`src/rtl/scsa_pkg.sv`:
```
`default_nettype none
package scsa_pkg;
	localparam int PAGE_BYTES = 65536;
	localparam int POOL_PAGES = 16;
	localparam int CLASS_COUNT = 16;
	localparam int PAGE_W = $clog2(PAGE_BYTES);
	localparam int PG_W = $clog2(POOL_PAGES);
	localparam int OFF_W = PAGE_W + PG_W;
	localparam int UNIT_W = OFF_W - 4;
	localparam int LINK_DEPTH = POOL_PAGES * (PAGE_BYTES / 16);
	localparam int CNT_W = $clog2(POOL_PAGES + 1);
	localparam int REM_W = PAGE_W - 5;
	localparam int ADDR_W = 48;
	localparam int SIZE_W = 32;
	localparam int CLS_W = 4;

	localparam int CARVE_BYTES = PAGE_BYTES - 64;
	localparam int BLK_0 = CARVE_BYTES / 48;
	localparam int BLK_1 = CARVE_BYTES / 80;
	localparam int BLK_2 = CARVE_BYTES / 112;
	localparam int BLK_3 = CARVE_BYTES / 144;
	localparam int BLK_4 = CARVE_BYTES / 208;
	localparam int BLK_5 = CARVE_BYTES / 272;
	localparam int BLK_6 = CARVE_BYTES / 400;
	localparam int BLK_7 = CARVE_BYTES / 528;
	localparam int BLK_8 = CARVE_BYTES / 784;
	localparam int BLK_9 = CARVE_BYTES / 1040;
	localparam int BLK_10 = CARVE_BYTES / 1552;
	localparam int BLK_11 = CARVE_BYTES / 2064;
	localparam int BLK_12 = CARVE_BYTES / 3088;
	localparam int BLK_13 = CARVE_BYTES / 4112;
	localparam int BLK_14 = CARVE_BYTES / 6160;
	localparam int BLK_15 = CARVE_BYTES / 8208;

	localparam logic [1:0] ST_SLAB = 2'd0;
	localparam logic [1:0] ST_SYS = 2'd1;
	localparam logic [1:0] ST_FOREIGN = 2'd2;
	localparam logic [1:0] ST_NULL = 2'd3;

	localparam logic REQ_ALLOC = 1'b0;
	localparam logic REQ_FREE = 1'b1;

	typedef struct packed {
		logic req;
		logic [1:0] status;
		logic [CLS_W-1:0] cls;
		logic [OFF_W-1:0] off;
	} cmd_t;

	function automatic logic [13:0] class_bytes(input logic [CLS_W-1:0] c);
		logic [13:0] r;
		case (c)
			4'd0: r = 14'd32;
			4'd1: r = 14'd64;
			4'd2: r = 14'd96;
			4'd3: r = 14'd128;
			4'd4: r = 14'd192;
			4'd5: r = 14'd256;
			4'd6: r = 14'd384;
			4'd7: r = 14'd512;
			4'd8: r = 14'd768;
			4'd9: r = 14'd1024;
			4'd10: r = 14'd1536;
			4'd11: r = 14'd2048;
			4'd12: r = 14'd3072;
			4'd13: r = 14'd4096;
			4'd14: r = 14'd6144;
			default: r = 14'd8192;
		endcase
		return r;
	endfunction

	function automatic logic [14:0] stride_of(input logic [CLS_W-1:0] c);
		return {1'b0, class_bytes(c)} + 15'd16;
	endfunction

	// blocks per page = (PAGE_BYTES-64)/stride, all classes
	function automatic logic [REM_W-1:0] blocks_of(input logic [CLS_W-1:0] c);
		logic [REM_W-1:0] r;
		case (c)
			4'd0: r = REM_W'(BLK_0);
			4'd1: r = REM_W'(BLK_1);
			4'd2: r = REM_W'(BLK_2);
			4'd3: r = REM_W'(BLK_3);
			4'd4: r = REM_W'(BLK_4);
			4'd5: r = REM_W'(BLK_5);
			4'd6: r = REM_W'(BLK_6);
			4'd7: r = REM_W'(BLK_7);
			4'd8: r = REM_W'(BLK_8);
			4'd9: r = REM_W'(BLK_9);
			4'd10: r = REM_W'(BLK_10);
			4'd11: r = REM_W'(BLK_11);
			4'd12: r = REM_W'(BLK_12);
			4'd13: r = REM_W'(BLK_13);
			4'd14: r = REM_W'(BLK_14);
			default: r = REM_W'(BLK_15);
		endcase
		return r;
	endfunction
endpackage
`default_nettype wire

```
`src/rtl/scsa_front.sv`:
```
`default_nettype none
module scsa_front import scsa_pkg::*; (
	input wire logic clk,
	input wire logic arst_n,
	input wire logic [ADDR_W-1:0] pool_base,
	input wire logic in_valid,
	output logic in_stall,
	input wire logic req_type,
	input wire logic [SIZE_W-1:0] alloc_size,
	input wire logic [ADDR_W-1:0] block_address,
	output logic q_valid,
	input wire logic q_stall,
	output cmd_t q_cmd
);
	// 2-entry queue
	cmd_t buf_q [2];
	logic wp_q, rp_q;
	logic [1:0] cnt_q;
	cmd_t c;
	logic [ADDR_W:0] diff;
	logic [ADDR_W-1:0] hdr;
	logic [3:0] cls;
	logic fit;

	always_comb begin
		c = '0;
		c.req = req_type;
		fit = 1'b0;
		cls = '0;
		hdr = block_address - ADDR_W'(16);
		diff = {1'b0, hdr} - {1'b0, pool_base};
		for (int i = CLASS_COUNT - 1; i >= 0; i--) begin
			if (alloc_size <= SIZE_W'(class_bytes(CLS_W'(i)))) begin
				cls = CLS_W'(i);
				fit = 1'b1;
			end
		end
		if (req_type == REQ_ALLOC) begin
			c.cls = cls;
			c.status = fit ? ST_SLAB : ST_SYS;
		end else if (block_address == '0) begin
			c.status = ST_NULL;
		end else if ({1'b0, block_address} < {1'b0, pool_base} + (ADDR_W+1)'(16)
			|| diff[ADDR_W] || diff[ADDR_W-1:OFF_W] != '0) begin
			c.status = ST_FOREIGN;
		end else begin
			c.status = ST_SLAB;
			c.off = diff[OFF_W-1:0];
		end
	end

	assign in_stall = cnt_q == 2'd2;
	assign q_valid = cnt_q != 2'd0;
	assign q_cmd = buf_q[rp_q];

	always_ff @(posedge clk) begin
		if (in_valid && !in_stall) buf_q[wp_q] <= c;
	end

	always_ff @(posedge clk or negedge arst_n) begin
		if (!arst_n) begin
			wp_q <= 1'b0;
			rp_q <= 1'b0;
			cnt_q <= '0;
		end else begin
			if (in_valid && !in_stall) wp_q <= !wp_q;
			if (q_valid && !q_stall) rp_q <= !rp_q;
			cnt_q <= cnt_q + 2'(in_valid && !in_stall) - 2'(q_valid && !q_stall);
		end
	end
endmodule
`default_nettype wire

```
`config.mk`:
```
export PLATFORM = sky130hd
export DESIGN_NAME = scsa_front
export DESIGN_NICKNAME = d
export VERILOG_FILES = /design/src/rtl/scsa_pkg.sv /design/src/rtl/scsa_front.sv
export SDC_FILE = /design/constraint.sdc
export NUM_CORES = 1
export LEC_CHECK = 0
export BUFFER_PORTS_ARGS = -buffer_cell sky130_fd_sc_hd__buf_4
export CAP_MARGIN = 25
export CORE_MARGIN = 4
export CORE_UTILIZATION = 47
export CTS_CLUSTER_DIAMETER = 40
export DETAILED_ROUTE_END_ITERATION = 12
export PLACE_DENSITY = 0.69
export SYNTH_ARGS = -nofsm -noshare
export SYNTH_HDL_FRONTEND = slang
export SYNTH_SLANG_ARGS = --single-unit
```
`constraint.sdc`:
```
create_clock -name clk -period 4.13 [get_ports clk]
set_input_delay 0.2065 -clock clk [delete_from_list [all_inputs] [get_ports clk]]
set_output_delay 0.2065 -clock clk [all_outputs]
set_load 0.02 [all_outputs]
```
After elaboration in Yosys (flattened, before gate mapping)

Memories as Yosys holds them, arrays and structs flattened.
Index checks and enable logic that the tools add are counted.

Bits in registers: 4
Bits in writable memories: 54
Bits of input ports: 133
Logic and storage cells: 80
Memories: 1

Add/subtract/negate cells: 5
Magnitude comparators: 17
Eq/ne operators: 1
Muxes and demuxes: 42
Reductions and logical operators: 11

Memories:

| memory | words | width | read ports | clocked after memory_dff | wr ports | line             | RTL |
|---|---|---|---|---|---|---|---|
| buf_q  | 2     | 27    | 1          | 0                        | 1        | scsa_front.sv:16 | `cmd_t buf_q [2];` |

Operators by type and width:

| kind                  | count |
|---|---|
| $mux 4                | 17 |
| $le 32x10->1 const B  | 2 |
| $le 32x11->1 const B  | 2 |
| $le 32x12->1 const B  | 2 |
| $le 32x13->1 const B  | 2 |
| $le 32x7->1 const B   | 2 |
| $le 32x8->1 const B   | 2 |
| $le 32x9->1 const B   | 2 |
| $mux 20               | 3 |
| $add 48x5->49 const B | 1 |
| $lt 48x49->1          | 1 |
| $sub 48x48->49        | 1 |
| $logic_not 48->1      | 1 |
| $sub 48x5->48 const B | 1 |
| $le 32x14->1 const B  | 1 |
| $le 32x6->1 const B   | 1 |
| $reduce_bool 28->1    | 1 |
| $mux 1                | 19 |
| $mux 2                | 3 |
| $logic_not 1->1       | 4 |
| $add 2x1->2           | 1 |
| $eq 2x2->1 const B    | 1 |
| $logic_and 1x1->1     | 2 |
| $logic_or 1x1->1      | 2 |
| 2 further kinds       | 2 |

Longest topological paths before layout

Gate-level depths: netlist of the first run.

Depth in word-level cells: 19
Gate-level depth with buffers: 23
Mapped depth without buffers: 21

Worst setup path after synthesis of the first run

Ideal clock, no wire load.

Path type: input to register
From: in block_address[8]
To: mem buf_q[0][3] (netlist bit), data pin
Setup time: 0.182 ns
Arrival: 5.025 ns
Slack: -1.077 ns
Stages on the path: 23
Path buffers: 2
Cell sequence: or3_1 -> or4_1 -> nand2b_1 -> nand2b_1 -> nor2_1 -> nand2_1 -> nor3_2 -> nand2_1 -> or3_1 -> xnor2_1 -> ha_1 -> clkbuf_1 -> nand2_1 -> nor3_1 -> a211o_1 -> a311o_1 -> o2111ai_1 -> nor4_1 -> nand4_1 -> nor4_1 -> nand4_2 -> buf_6 -> nor4b_2

RTL lines:

| item               | line             | RTL |
|---|---|---|
| start: declaration | scsa_front.sv:10 | `input wire logic [ADDR_W-1:0] block_address,` |
| end: declaration   | scsa_front.sv:16 |  |

==> results of run 1 <==
==> layout make-up <==
cell class                      count  area (sq um)
Clock buffer                        9           225
Clock inverter                      7           140
Fill cell                        1318          4270
Inverter                           67           251
Multi-Input combinational cell    945          7190
Sequential cell                    58          1720
Tap cell                          229           287
Timing Repair Buffer              521          4060
==> routing by layer <==
metal / share of wire / routed length, um / vias up / track usage
met1: 0.44 / 13900 / 4825 / 0.404
met4: 0.021 / 669 / 0 / 0.0619
met2: 0.46 / 14500 / 367 / 0.485
met5: 0 / 0 / - / 0
met3: 0.070 / 2200 / 51 / 0.0341
li1: - / - / 5101 / -
==> power by group through the flow <==
| stage | Combinational (mW) | Clock, mW | Sequential, mW |
|---|---|---|---|
| 2_1_floorplan | 1.12 | 0 | 0.838 |
| 3_3_place_gp | 1.95 | 0 | 0.892 |
| 3_5_place_dp | 2.04 | 0 | 0.868 |
| 4_1_cts | 2.11 | 0.914 | 0.861 |
| 5_1_grt | 2.35 | 0.943 | 0.881 |
| 6_report | 2.19 | 0.906 | 0.870 |
==> what timing repair did <==
action | CTS | global route
gates cloned | 2 | 1
buffers inserted | 11 | 6
setup endpoints to repair | 42 | 42
hold endpoints to repair | 4 | 0
resized for setup | 46 | 52
hold buffers | 1 | 0
pin swaps | 31 | 30
==> worst max path at each step <==
stage              endpoint  depth (start not counted)
4_1_cts         buf_q[0][3]                         24
3_5_place_dp    buf_q[0][6]                         26
3_3_place_gp    buf_q[0][1]                         26
5_1_grt        buf_q[0][15]                         25
6_report       buf_q[0][19]                         24
2_1_floorplan   buf_q[0][0]                         23
==> sequential cells by signal, indices dropped and copies added, names as in the netlist <==
signal	count
buf_q	54
cnt_q	2
rp_q	1
wp_q	1
==> cell usage in the layout (no fill, tap or decap), types with 5 or more instances in the layout <==
cell | netlist | routed
and4_1 | 6 | 6
o21ai_1 | 3 | 8
nand3_1 | 30 | 30
o211ai_1 | 6 | 6
nand3b_1 | 5 | 5
o31ai_1 | 5 | 5
inv_1 | 67 | 67
or2_2 | 5 | 5
clkbuf_16 | 0 | 10
buf_4 | 0 | 504
o21bai_1 | 6 | 5
xor2_1 | 36 | 36
or3_1 | 15 | 13
nand2_1 | 145 | 141
a221oi_1 | 5 | 5
nor2_2 | 0 | 9
a21o_1 | 12 | 12
nor4_2 | 21 | 9
buf_6 | 3 | 9
nand2b_1 | 11 | 9
xnor2_1 | 77 | 74
nor4_4 | 0 | 23
o21a_1 | 13 | 13
nand4_1 | 29 | 29
nor4_1 | 26 | 15
a21oi_2 | 2 | 12
mux2_2 | 28 | 28
or4_1 | 10 | 9
a21oi_1 | 88 | 77
nor3_1 | 31 | 26
a211oi_1 | 6 | 5
o21ai_0 | 53 | 45
nor2_1 | 78 | 68
and3_1 | 8 | 8
edfxtp_1 | 54 | 54
nor2b_1 | 9 | 9
ha_1 | 96 | 93
==> through the flow <==
step | std cells | setup WS, ns | cell area (sq um) | util
2_1_floorplan | 1099 | -0.704 | 8830 | -
3_3_place_gp | 1799 | -1.28 | 12800 | 0.704
3_5_place_dp | 1800 | -1.62 | 12800 | 0.706
4_1_cts | 1830 | -0.723 | 13600 | 0.750
5_1_grt | 1836 | -0.982 | 13900 | 0.764
6_report | 1836 | -0.748 | 13900 | 0.764
==> critical path: cells and delay by family <==
family / cells / cell delay, ns
AND/OR/NAND/NOR: 14 / 2.99
buffers and inverters: 4 / 0.54
adder cells (fa/ha/maj): 1 / 0.31
AO/OA/AOI/OAI: 4 / 0.82
XOR/XNOR: 1 / 0.15
==> cell families after synthesis <==
family | share of synthesized area
xor+xnor | 0.113
buf+inv | 0.0452
fa+ha+maj | 0.141
flops | 0.197
simple gates | 0.271
mux | 0.0384
compound gates | 0.195
==> results.md, run 1 <==
* CP max-delay cell: or4_4
* Leading cell types by count after synthesis: nand2_1 (145), ha_1 (96), a21oi_1 (88)
* Power per cell area at 286 nW/um^2
* Ys flop type: edfxtp_1
* Drt pass-1 iters at 5
* RSZ-0062 raised after global routing: true
* Routed via count at 10,300
* CTS Root Cell: clkbuf_16
* Grt ovf at 0
* Top cells by area, synth: edfxtp_1 (19%), ha_1 (14%), xnor2_1 (7.7%), nand2_1 (6.2%), a21oi_1 (5.0%)
* Fmax at 0.205 GHz
* Clock buffer depth at 2
* Crit path cell chain: buf_6, or3_4, or4_4, nand2b_4, nand2b_4, nor2_4, nand2_4, nor3_4, nand2_1, or3_4, xnor2_4, ha_4, a21o_1, a21oi_4, buf_6, nand4b_1, nor2_1, a221o_1, or3_1, a211oi_2, nand4_2, buf_4, buf_12, nor4_4
* PortBufs at 161
* Vias in the first global route at 9,880
* Overall Global Routing Usage at 0.290
* Power share of the clock group at 0.228
* CP max stage delay at 0.44 ns
* Reg2reg start: cnt_q[1]
* Seq cells post-synth at 58
* H-tree depth at 3
* Die Width at 144 um
* Int Power at 2.49 mW
* Worst setup margin at -0.748 ns
* Most instantiated library cell after synthesis: nand2_1
* Reg2Reg Depth at 7
* Post-synth top area share at 0.186
* Routed WL at 31,300 um
* Yosys cell types at 81
* Reg clk slew, reported paths at 0.05 ns
* Clock latency on the worst-skew pair at 0.33 ns
* HP Class: input port to asynchronous set/reset pin
* Status: finished, violations left
* Reg-to-reg endpoint: cnt_q[1]
* R2R Setup Slk at 2.34 ns
* Ratio of cells with drive above 1 in the final layout at 0.416
* Failing checks: setup timing
* Peak supply drop at 0.239 mV
* Worst Hold Slack at 0.216 ns
* CTS buffer count at 9
* Clock Skews at 0.00542 ns
* CP required at 4.27 ns
* Max Cap Viol at 0
* Routability cong. at 0.974
* Synthesized Nets at 1,329
* Number of synthesized flops with an enable pin at 54
* Mapped Area at 8740 sq um
* First-pass GRT wire length at 48,900 um
* Switching power at 1.48 mW
* Max Slew Vio Count at 0
* CP Class: input port to register
* Ys Warns at 0
* CP endpoint kind: register
* TritonCTS clock tree: built
* Period utilization at 1.18
* Number of core rows at 49
* Layout area overhead at 58.7%
* Fraction of registers with async set/reset at 0.0690
* Final setup fails at 42
* Via density per instance at 5.63
* ANT cells at 0
* Post-synth top area cell: edfxtp_1
* CP arrival at 5.02 ns
* Pin count of the biggest net entering global routing at 28
* Die area at 20,800 sq um
* Starting Density at 0.482
* Rel. slew slack at 0.503
* Sw Ratio at 0.373
* Final ANT Viol Nets at 0
* CP Max Fanout at 10
* Core area at 18,100 sq um
* Leak at 6.30 nW
* Minimum clock period at 4.88 ns
* Setup_tns at -28.67 ns
* Syn avg cell area at 7.95 sq um
* Crit start category: input port
* Worst-margin pin slew at 0.739 ns
* Initial antenna violation count at 0
* Comb power frac at 0.552
* Sequential fraction of the synthesis area at 0.197
* Average wire per standard cell at 17.0 um
* Post-route DRC at 0
* Critical path origin: block_address[8]
* I/O pin total at 162
* Final net count at 1,832
* Clock sinks at 58
* DP HPWL at 25,300 um
* Final Hold Fails at 0
* Cells after Synth at 1,099
* Overall power at 3.97 mW
* Die H at 144 um
* Initial DRC count at 663
* Seq pwr share at 0.219
(Power assumes the default switching activity.)
==> run 2: changes to the inputs <==
--- a/config.mk
+++ b/config.mk
@@ -7,11 +7,13 @@
 export LEC_CHECK = 0
 export BUFFER_PORTS_ARGS = -buffer_cell sky130_fd_sc_hd__buf_4
 export CAP_MARGIN = 25
+export CELL_PAD_IN_SITES_DETAIL_PLACEMENT = 1
+export CELL_PAD_IN_SITES_GLOBAL_PLACEMENT = 2
 export CORE_MARGIN = 4
-export CORE_UTILIZATION = 47
+export CORE_UTILIZATION = 36
 export CTS_CLUSTER_DIAMETER = 40
 export DETAILED_ROUTE_END_ITERATION = 12
-export PLACE_DENSITY = 0.69
+export PLACE_DENSITY_LB_ADDON = 0.1
 export SYNTH_ARGS = -nofsm -noshare
 export SYNTH_HDL_FRONTEND = slang
 export SYNTH_SLANG_ARGS = --single-unit
==> run 2 against run 1 <==
  * The run still ends with setup timing left
  * Die area increased by 29%
  * Non-clock buffer count rose by 19
  * Register-to-register slack worse by 0.15 ns
  * Clock-buffer cell count did not move
  * Cell area is 0.62% higher
  * Sequential cell count did not move
  * Wire length up 27%
  * Hold slack improved by 0.0013 ns
  * Critical path depth rose by 1
  * Highest routed layer unchanged
==> results.md, run 2 (same netlist as run 1, synthesis figures left out) <==
* Status: finished, violations left
* Failing checks: setup timing
* Die Width at 164 um (+13%)
* Met3 wire length at 1210 um (-45%)
* Drt pass-1 iters at 5 (unchanged)
* Period utilization at 1.22 (+0.0349)
* Initial antenna violation count at 0 (unchanged)
* CP arrival at 5.15 ns (+0.13 ns)
* CTS Root Cell: clkbuf_16
* Routed via count at 10,700 (+3.2%)
* Clock latency on the worst-skew pair at 0.33 ns (about the same)
* Most frequent cells in the layout: buf_4 (524), nand2_1 (142), ha_1 (94), a21oi_1 (79), xnor2_1 (76)
* Overall power at 3.91 mW (-1.5%)
* Leak at 6.32 nW (+0.42%)
* R2R Setup Slk at 2.19 ns (-0.15 ns)
* PortBufs at 161 (unchanged)
* Max Slew Vio Count at 0 (unchanged)
* Peak supply drop at 0.361 mV (+51%)
* Reg2Reg Depth at 7 (unchanged)
* RSZ-0062 raised after global routing: true
* CP Max Fanout at 6 (-4)
* Final net count at 1,851 (+1.0%)
* Die H at 164 um (+13%)
* Final setup fails at 42 (unchanged)
* Max reg flops at 54 (unchanged)
* Layout area overhead at 59.7%
* Fmax at 0.199 GHz (-2.9%)
* Final ANT Viol Nets at 0 (unchanged)
* Grt ovf at 0 (unchanged)
* DR WL met2 at 20,400 um (+40%)
* Worst setup margin at -0.892 ns (-0.144 ns)
* Vias in the first global route at 11,200 (+14%)
* Minimum clock period at 5.02 ns (+0.144 ns)
* Worst-margin pin slew at 0.953 ns (+0.214 ns)
* Reg clk slew, reported paths at 0.05 ns (about the same)
* Largest registers: buf_q: 54 flops, cnt_q: 2 flops
* Top layer in use: met4
* First-pass GRT wire length at 58,000 um (+19%)
* Commonest non-fill, non-tap cell in the layout: buf_4
* Setup_tns at -33.71 ns (-5.04 ns)
* Final Hold Fails at 0 (unchanged)
* Routability cong. at 0.903 (-7.3%)
* Routed WL at 39,800 um (+27%)
* Post-DP Area at 13,100 sq um (+2.0%)
* Pin count of the biggest net entering global routing at 28 (unchanged)
* Reg-to-reg endpoint: cnt_q[1]
* Ratio of cells with drive above 1 in the final layout at 0.411 (-0.00435)
* Final instance area at 14,000 sq um (+0.62%)
* Clock Skews at 0.00645 ns (+0.00103 ns)
* Crit start category: input port
* CP required at 4.26 ns (about the same)
* Post-route DRC at 0 (unchanged)
* Core area at 23,700 sq um (+31%)
* Worst Hold Slack at 0.217 ns (+0.00130 ns)
* HP Class: input port to asynchronous set/reset pin
* Number of core rows at 56 (+14%)
* Via density per instance at 5.49 (-2.5%)
* Average wire per standard cell at 20.5 um (+20%)
* H-tree depth at 3 (unchanged)
* Clock sinks at 58 (unchanged)
* Reg2reg start: cnt_q[1]
* Met1 Routed Length at 17,100 um (+23%)
* ANT cells at 0 (unchanged)
* CP Class: input port to register
* TritonCTS clock tree: built
* Rel. slew slack at 0.348 (-0.155)
* Die area at 26,800 sq um (+29%)
* Max Cap Viol at 0 (unchanged)
* Power per cell area at 280 nW/um^2 (-2.1%)
* I/O pin total at 162 (unchanged)
* Starting Density at 0.369 (-0.113)
* Overall Global Routing Usage at 0.269 (-0.0210)
* Initial DRC count at 703 (+6.0%)
* CTS buffer count at 9 (unchanged)
* DP HPWL at 30,100 um (+19%)
* Largest Register: buf_q
* Pre-CTS setup slack at -1.63 ns (-0.00938 ns)
* CP endpoint kind: register
* Clock buffer depth at 2 (unchanged)
[run 2: repair_timing]
item,in CTS,in global routing
hold buffers,1,0
gates resized for setup,25,49
pin swaps,3,34
cloned,0,2
buffers inserted,2,15
endpoints found under the hold margin,4,0
endpoints found under the setup margin,42,42
[run 2: worst max-delay path: stages]
cell       delay, ns
buf_6           0.09
or3_4           0.38
or4_4           0.43
nand2b_4        0.18
nand2b_4        0.16
nor2_4          0.12
nand2_4         0.08
nor3_4          0.24
nand2_1         0.10
or3_1           0.33
xnor2_1         0.14
ha_2            0.40
a21o_1          0.18
a21oi_4         0.08
buf_6           0.13
a21oi_4         0.12
o221ai_2        0.11
a221o_1         0.29
or3_4           0.37
a211oi_2        0.20
nand4_2         0.12
buf_6           0.16
buf_4           0.14
clkbuf_16       0.16
nor4_4          0.21
[run 2: layer usage]
| layer | up-vias | GRT usage |
|---|---|---|
| met5 | - | 0 |
| met4 | 0 | 0.0747 |
| met3 | 71 | 0.0248 |
| met2 | 252 | 0.494 |
| met1 | 5229 | 0.336 |
| li1 | 5118 | - |
[run 2: cell type report]
| type | instances | area [sq um] |
|---|---|---|
| fillers | 2919 | 9720 |
| multi-input cells | 945 | 7100 |
| repair buffers | 540 | 4220 |
| flip-flops and latches | 58 | 1720 |
| well taps | 319 | 399 |
| inverters | 67 | 251 |
| clock buffers | 9 | 225 |
| clock inverters | 5 | 47.5 |
[run 2: per-stage QoR]
step / cells / utilization
finish: 1943 / 0.589
global route: 1943 / 0.589
CTS: 1926 / 0.570
detailed placement: 1909 / 0.551
global placement: 1908 / 0.550
floorplan: 1099 / -
[run 2: worst max-delay path by stage]
stage | slack [ns] | cells after the start | from | endpoint
after floorplan | -0.70 | 23 | block_address[8] | buf_q[0][0]
after global placement | -1.58 | 27 | pool_base[4] | buf_q[0][19]
after detailed placement | -1.63 | 27 | pool_base[4] | buf_q[0][5]
after CTS | -0.89 | 23 | block_address[8] | buf_q[1][5]
after global routing | -1.12 | 30 | pool_base[4] | buf_q[0][17]
final | -0.89 | 25 | block_address[8] | buf_q[0][17]
[run 2: power by group]
group	leakage, nW	internal, mW	switching [mW]
Clock	0.136	0.453	0.262
Combinational	5.62	1.06	1.24
Sequential	0.569	0.802	0.0879
Total	6.32	2.31	1.59
==> run 3: changes to the inputs <==
--- a/config.mk
+++ b/config.mk
@@ -13,7 +13,7 @@
 export CORE_UTILIZATION = 36
 export CTS_CLUSTER_DIAMETER = 40
 export DETAILED_ROUTE_END_ITERATION = 12
-export PLACE_DENSITY_LB_ADDON = 0.1
+export PLACE_DENSITY_LB_ADDON = 0.12
 export SYNTH_ARGS = -nofsm -noshare
 export SYNTH_HDL_FRONTEND = slang
 export SYNTH_SLANG_ARGS = --single-unit
==> run 3 against run 2 <==
  * The flow still finishes with violations (setup timing)
  * Global-route usage decreased by 1.2 points
  * Register-to-register slack gained 0.08 ns
  * Die area unchanged
  * Fmax is 2.6% lower
  * Hold slack lost 0.018 ns
  * Sequential power decreased by 2%
  * Critical path type unchanged
  * Largest cell class unchanged
  * Largest power group unchanged
==> results.md, run 3 (same netlist as run 1, synthesis figures left out) <==
* ANT cells at 0 (unchanged)
* Clock buffer depth at 2 (unchanged)
* Number of core rows at 56 (unchanged)
* DP HPWL at 30,100 um (about the same)
* Core area at 23,700 sq um (unchanged)
* Starting Density at 0.369 (unchanged)
* CP endpoint kind: register
* H-tree depth at 3 (unchanged)
* CP required at 4.18 ns (-0.08 ns)
* Peak supply drop at 0.290 mV (-20%)
* Reg2reg start: cnt_q[1]
* Via density per instance at 5.37 (-2.3%)
* Worst-margin pin slew at 0.824 ns (-0.129 ns)
* Most frequent cells in the layout: buf_4 (500), nand2_1 (143), ha_1 (95), a21oi_1 (81), xnor2_1 (76)
* Met1 Use GR at 0.339 (+0.00336)
* Non-Filler Instances at 1,910 (-1.7%)
* Routability cong. at 0.904 (+0.12%)
* I/O pin total at 162 (unchanged)
* Final instance area at 13,300 sq um (-4.4%)
* CTS buffer count at 9 (unchanged)
* Pin count of the biggest net entering global routing at 28 (unchanged)
* Post-route DRC at 0 (unchanged)
* Placed insts at 1,891 (-0.94%)
* Switching power at 1.47 mW (-7.7%)
* TritonCTS clock tree: built
* CTS Root Cell: clkbuf_16
* Die area at 26,800 sq um (unchanged)
* Comb power frac at 0.582 (-0.007)
* CP Class: input port to register
* Overall Global Routing Usage at 0.258 (-0.0116)
* Leak at 5.99 nW (-5.2%)
* Die Width at 164 um (unchanged)
* Int Power at 2.27 mW (-1.7%)
* Max Cap Viol at 0 (unchanged)
* Fmax at 0.194 GHz (-2.6%)
* Grt ovf at 0 (unchanged)
* Average wire per standard cell at 18.5 um (-9.6%)
* Hold Path Origin: q_stall
* Final net count at 1,816 (-1.9%)
* Sw Ratio at 0.393 (-0.0150)
* Clock latency on the worst-skew pair at 0.32 ns (about the same)
* Initial DRC count at 476 (-32%)
* Ratio of cells with drive above 1 in the final layout at 0.387 (-0.0242)
* Period utilization at 1.25 (+0.0327)
* Final setup fails at 42 (unchanged)
* Hold EP: rp_q
* Seq pwr share at 0.233 (+0.005)
* Drt pass-1 iters at 4 (-1)
* Clock sinks at 58 (unchanged)
* Largest Register: buf_q
* CP arrival at 5.21 ns (+0.06 ns)
* Worst setup margin at -1.03 ns (-0.135 ns)
* Overall power at 3.74 mW (-4.2%)
* Routing usage on met3 at 0.0136 (-0.0113)
* Status: finished, violations left
* Largest registers: buf_q: 54 flops, cnt_q: 2 flops
* Reg clk slew, reported paths at 0.05 ns (about the same)
* Initial antenna violation count at 0 (unchanged)
* Busiest metal layer after global routing: met2
* HP Class: input port to register
* Clock Skews at 0.00689 ns (+0.000437 ns)
* Routing usage on met2 at 0.463 (-0.0308)
* Layout area overhead at 52.6%
* R2R Setup Slk at 2.27 ns (+0.08 ns)
* Routed WL at 35,300 um (-11%)
* Max reg flops at 54 (unchanged)
* Max Slew Vio Count at 0 (unchanged)
* Rel. slew slack at 0.445 (+0.0973)
* Final Hold Fails at 0 (unchanged)
* Power per cell area at 281 nW/um^2 (+0.29%)
* Reg-to-reg endpoint: cnt_q[1]
* Reg2Reg Depth at 7 (unchanged)
* Routed via count at 10,300 (-3.9%)
* Die H at 164 um (unchanged)
* RSZ-0062 raised after global routing: true
* Hold Path Stages at 3
* Minimum clock period at 5.16 ns (+0.135 ns)
* First-pass GRT wire length at 56,000 um (-3.5%)
* Final ANT Viol Nets at 0 (unchanged)
* PortBufs at 161 (unchanged)
* CP Max Fanout at 21 (+15)
* Vias in the first global route at 11,000 (-2.1%)
* Power share of the clock group at 0.185 (+0.002)
* Commonest non-fill, non-tap cell in the layout: buf_4
* Pre-CTS setup slack at -1.92 ns (-0.296 ns)
* Setup_tns at -39.16 ns (-5.45 ns)
* Post-DP Area at 12,900 sq um (-1.2%)
* Crit start category: input port
* Failing checks: setup timing
run 3: worst max-delay path by stage:
stage | start | endpoint | cells after the start
after floorplan | block_address[8] | buf_q[0][0] | 23
after global placement | pool_base[4] | buf_q[0][25] | 27
after detailed placement | pool_base[5] | buf_q[1][25] | 27
after CTS | block_address[8] | buf_q[1][25] | 23
after global routing | block_address[8] | buf_q[1][25] | 23
final | block_address[8] | buf_q[1][25] | 23
run 3: critical path: stages:
cell	delay [ns]
buf_4	0.12
or3_1	0.39
or4_4	0.44
nand2b_4	0.18
nand2b_4	0.16
nor2_4	0.16
nand2_4	0.09
nor3_4	0.17
nand3b_1	0.19
buf_4	0.19
xnor2_1	0.11
ha_1	0.20
a21o_1	0.18
a21o_1	0.21
a21oi_2	0.16
o22ai_1	0.09
or4_1	0.54
nor4_2	0.30
nand4_1	0.14
nor4_2	0.29
nand4_2	0.16
buf_12	0.21
o31a_1	0.32
run 3: power groups by stage:
stage               Combinational [mW]  Clock [mW]  Sequential (mW)
floorplan                         1.12           0            0.838
global placement                  2.01           0            0.892
detailed placement                2.13           0            0.876
CTS                               2.16       0.706            0.870
global route                      2.35       0.737            0.878
finish                            2.18       0.693            0.871
run 3: area by class of cell:
| cell class | count | area, sq um |
|---|---|---|
| clock buffer | 13 | 270 |
| clock inverter | 3 | 13.8 |
| fill | 2995 | 10300 |
| inverter | 67 | 251 |
| multi-input combinational | 945 | 6840 |
| sequential | 58 | 1720 |
| tap | 319 | 399 |
| timing repair buffer | 505 | 3840 |
run 3: metal layers:
| layer | part of all wire | wire [um] |
|---|---|---|
| met4 | 0.022 | 793 |
| met5 | 0 | 0 |
| met2 | 0.49 | 17400 |
| met3 | 0.029 | 1010 |
| met1 | 0.46 | 16100 |
run 3: repair_timing:
item                                   CTS  global route
setup buffers                            1             1
pin swaps                                8             5
endpoints found under the hold margin    4             0
hold buffers                             1             0
gates resized for setup                 10            13
setup endpoints to repair               42            42
run 3: metrics by stage:
step / hold slack [ns] / utilization
2_1_floorplan: -0.0891 / -
3_3_place_gp: 0.00712 / 0.544
3_5_place_dp: 0.00903 / 0.545
4_1_cts: 0.195 / 0.560
5_1_grt: 0.201 / 0.563
6_report: 0.199 / 0.563
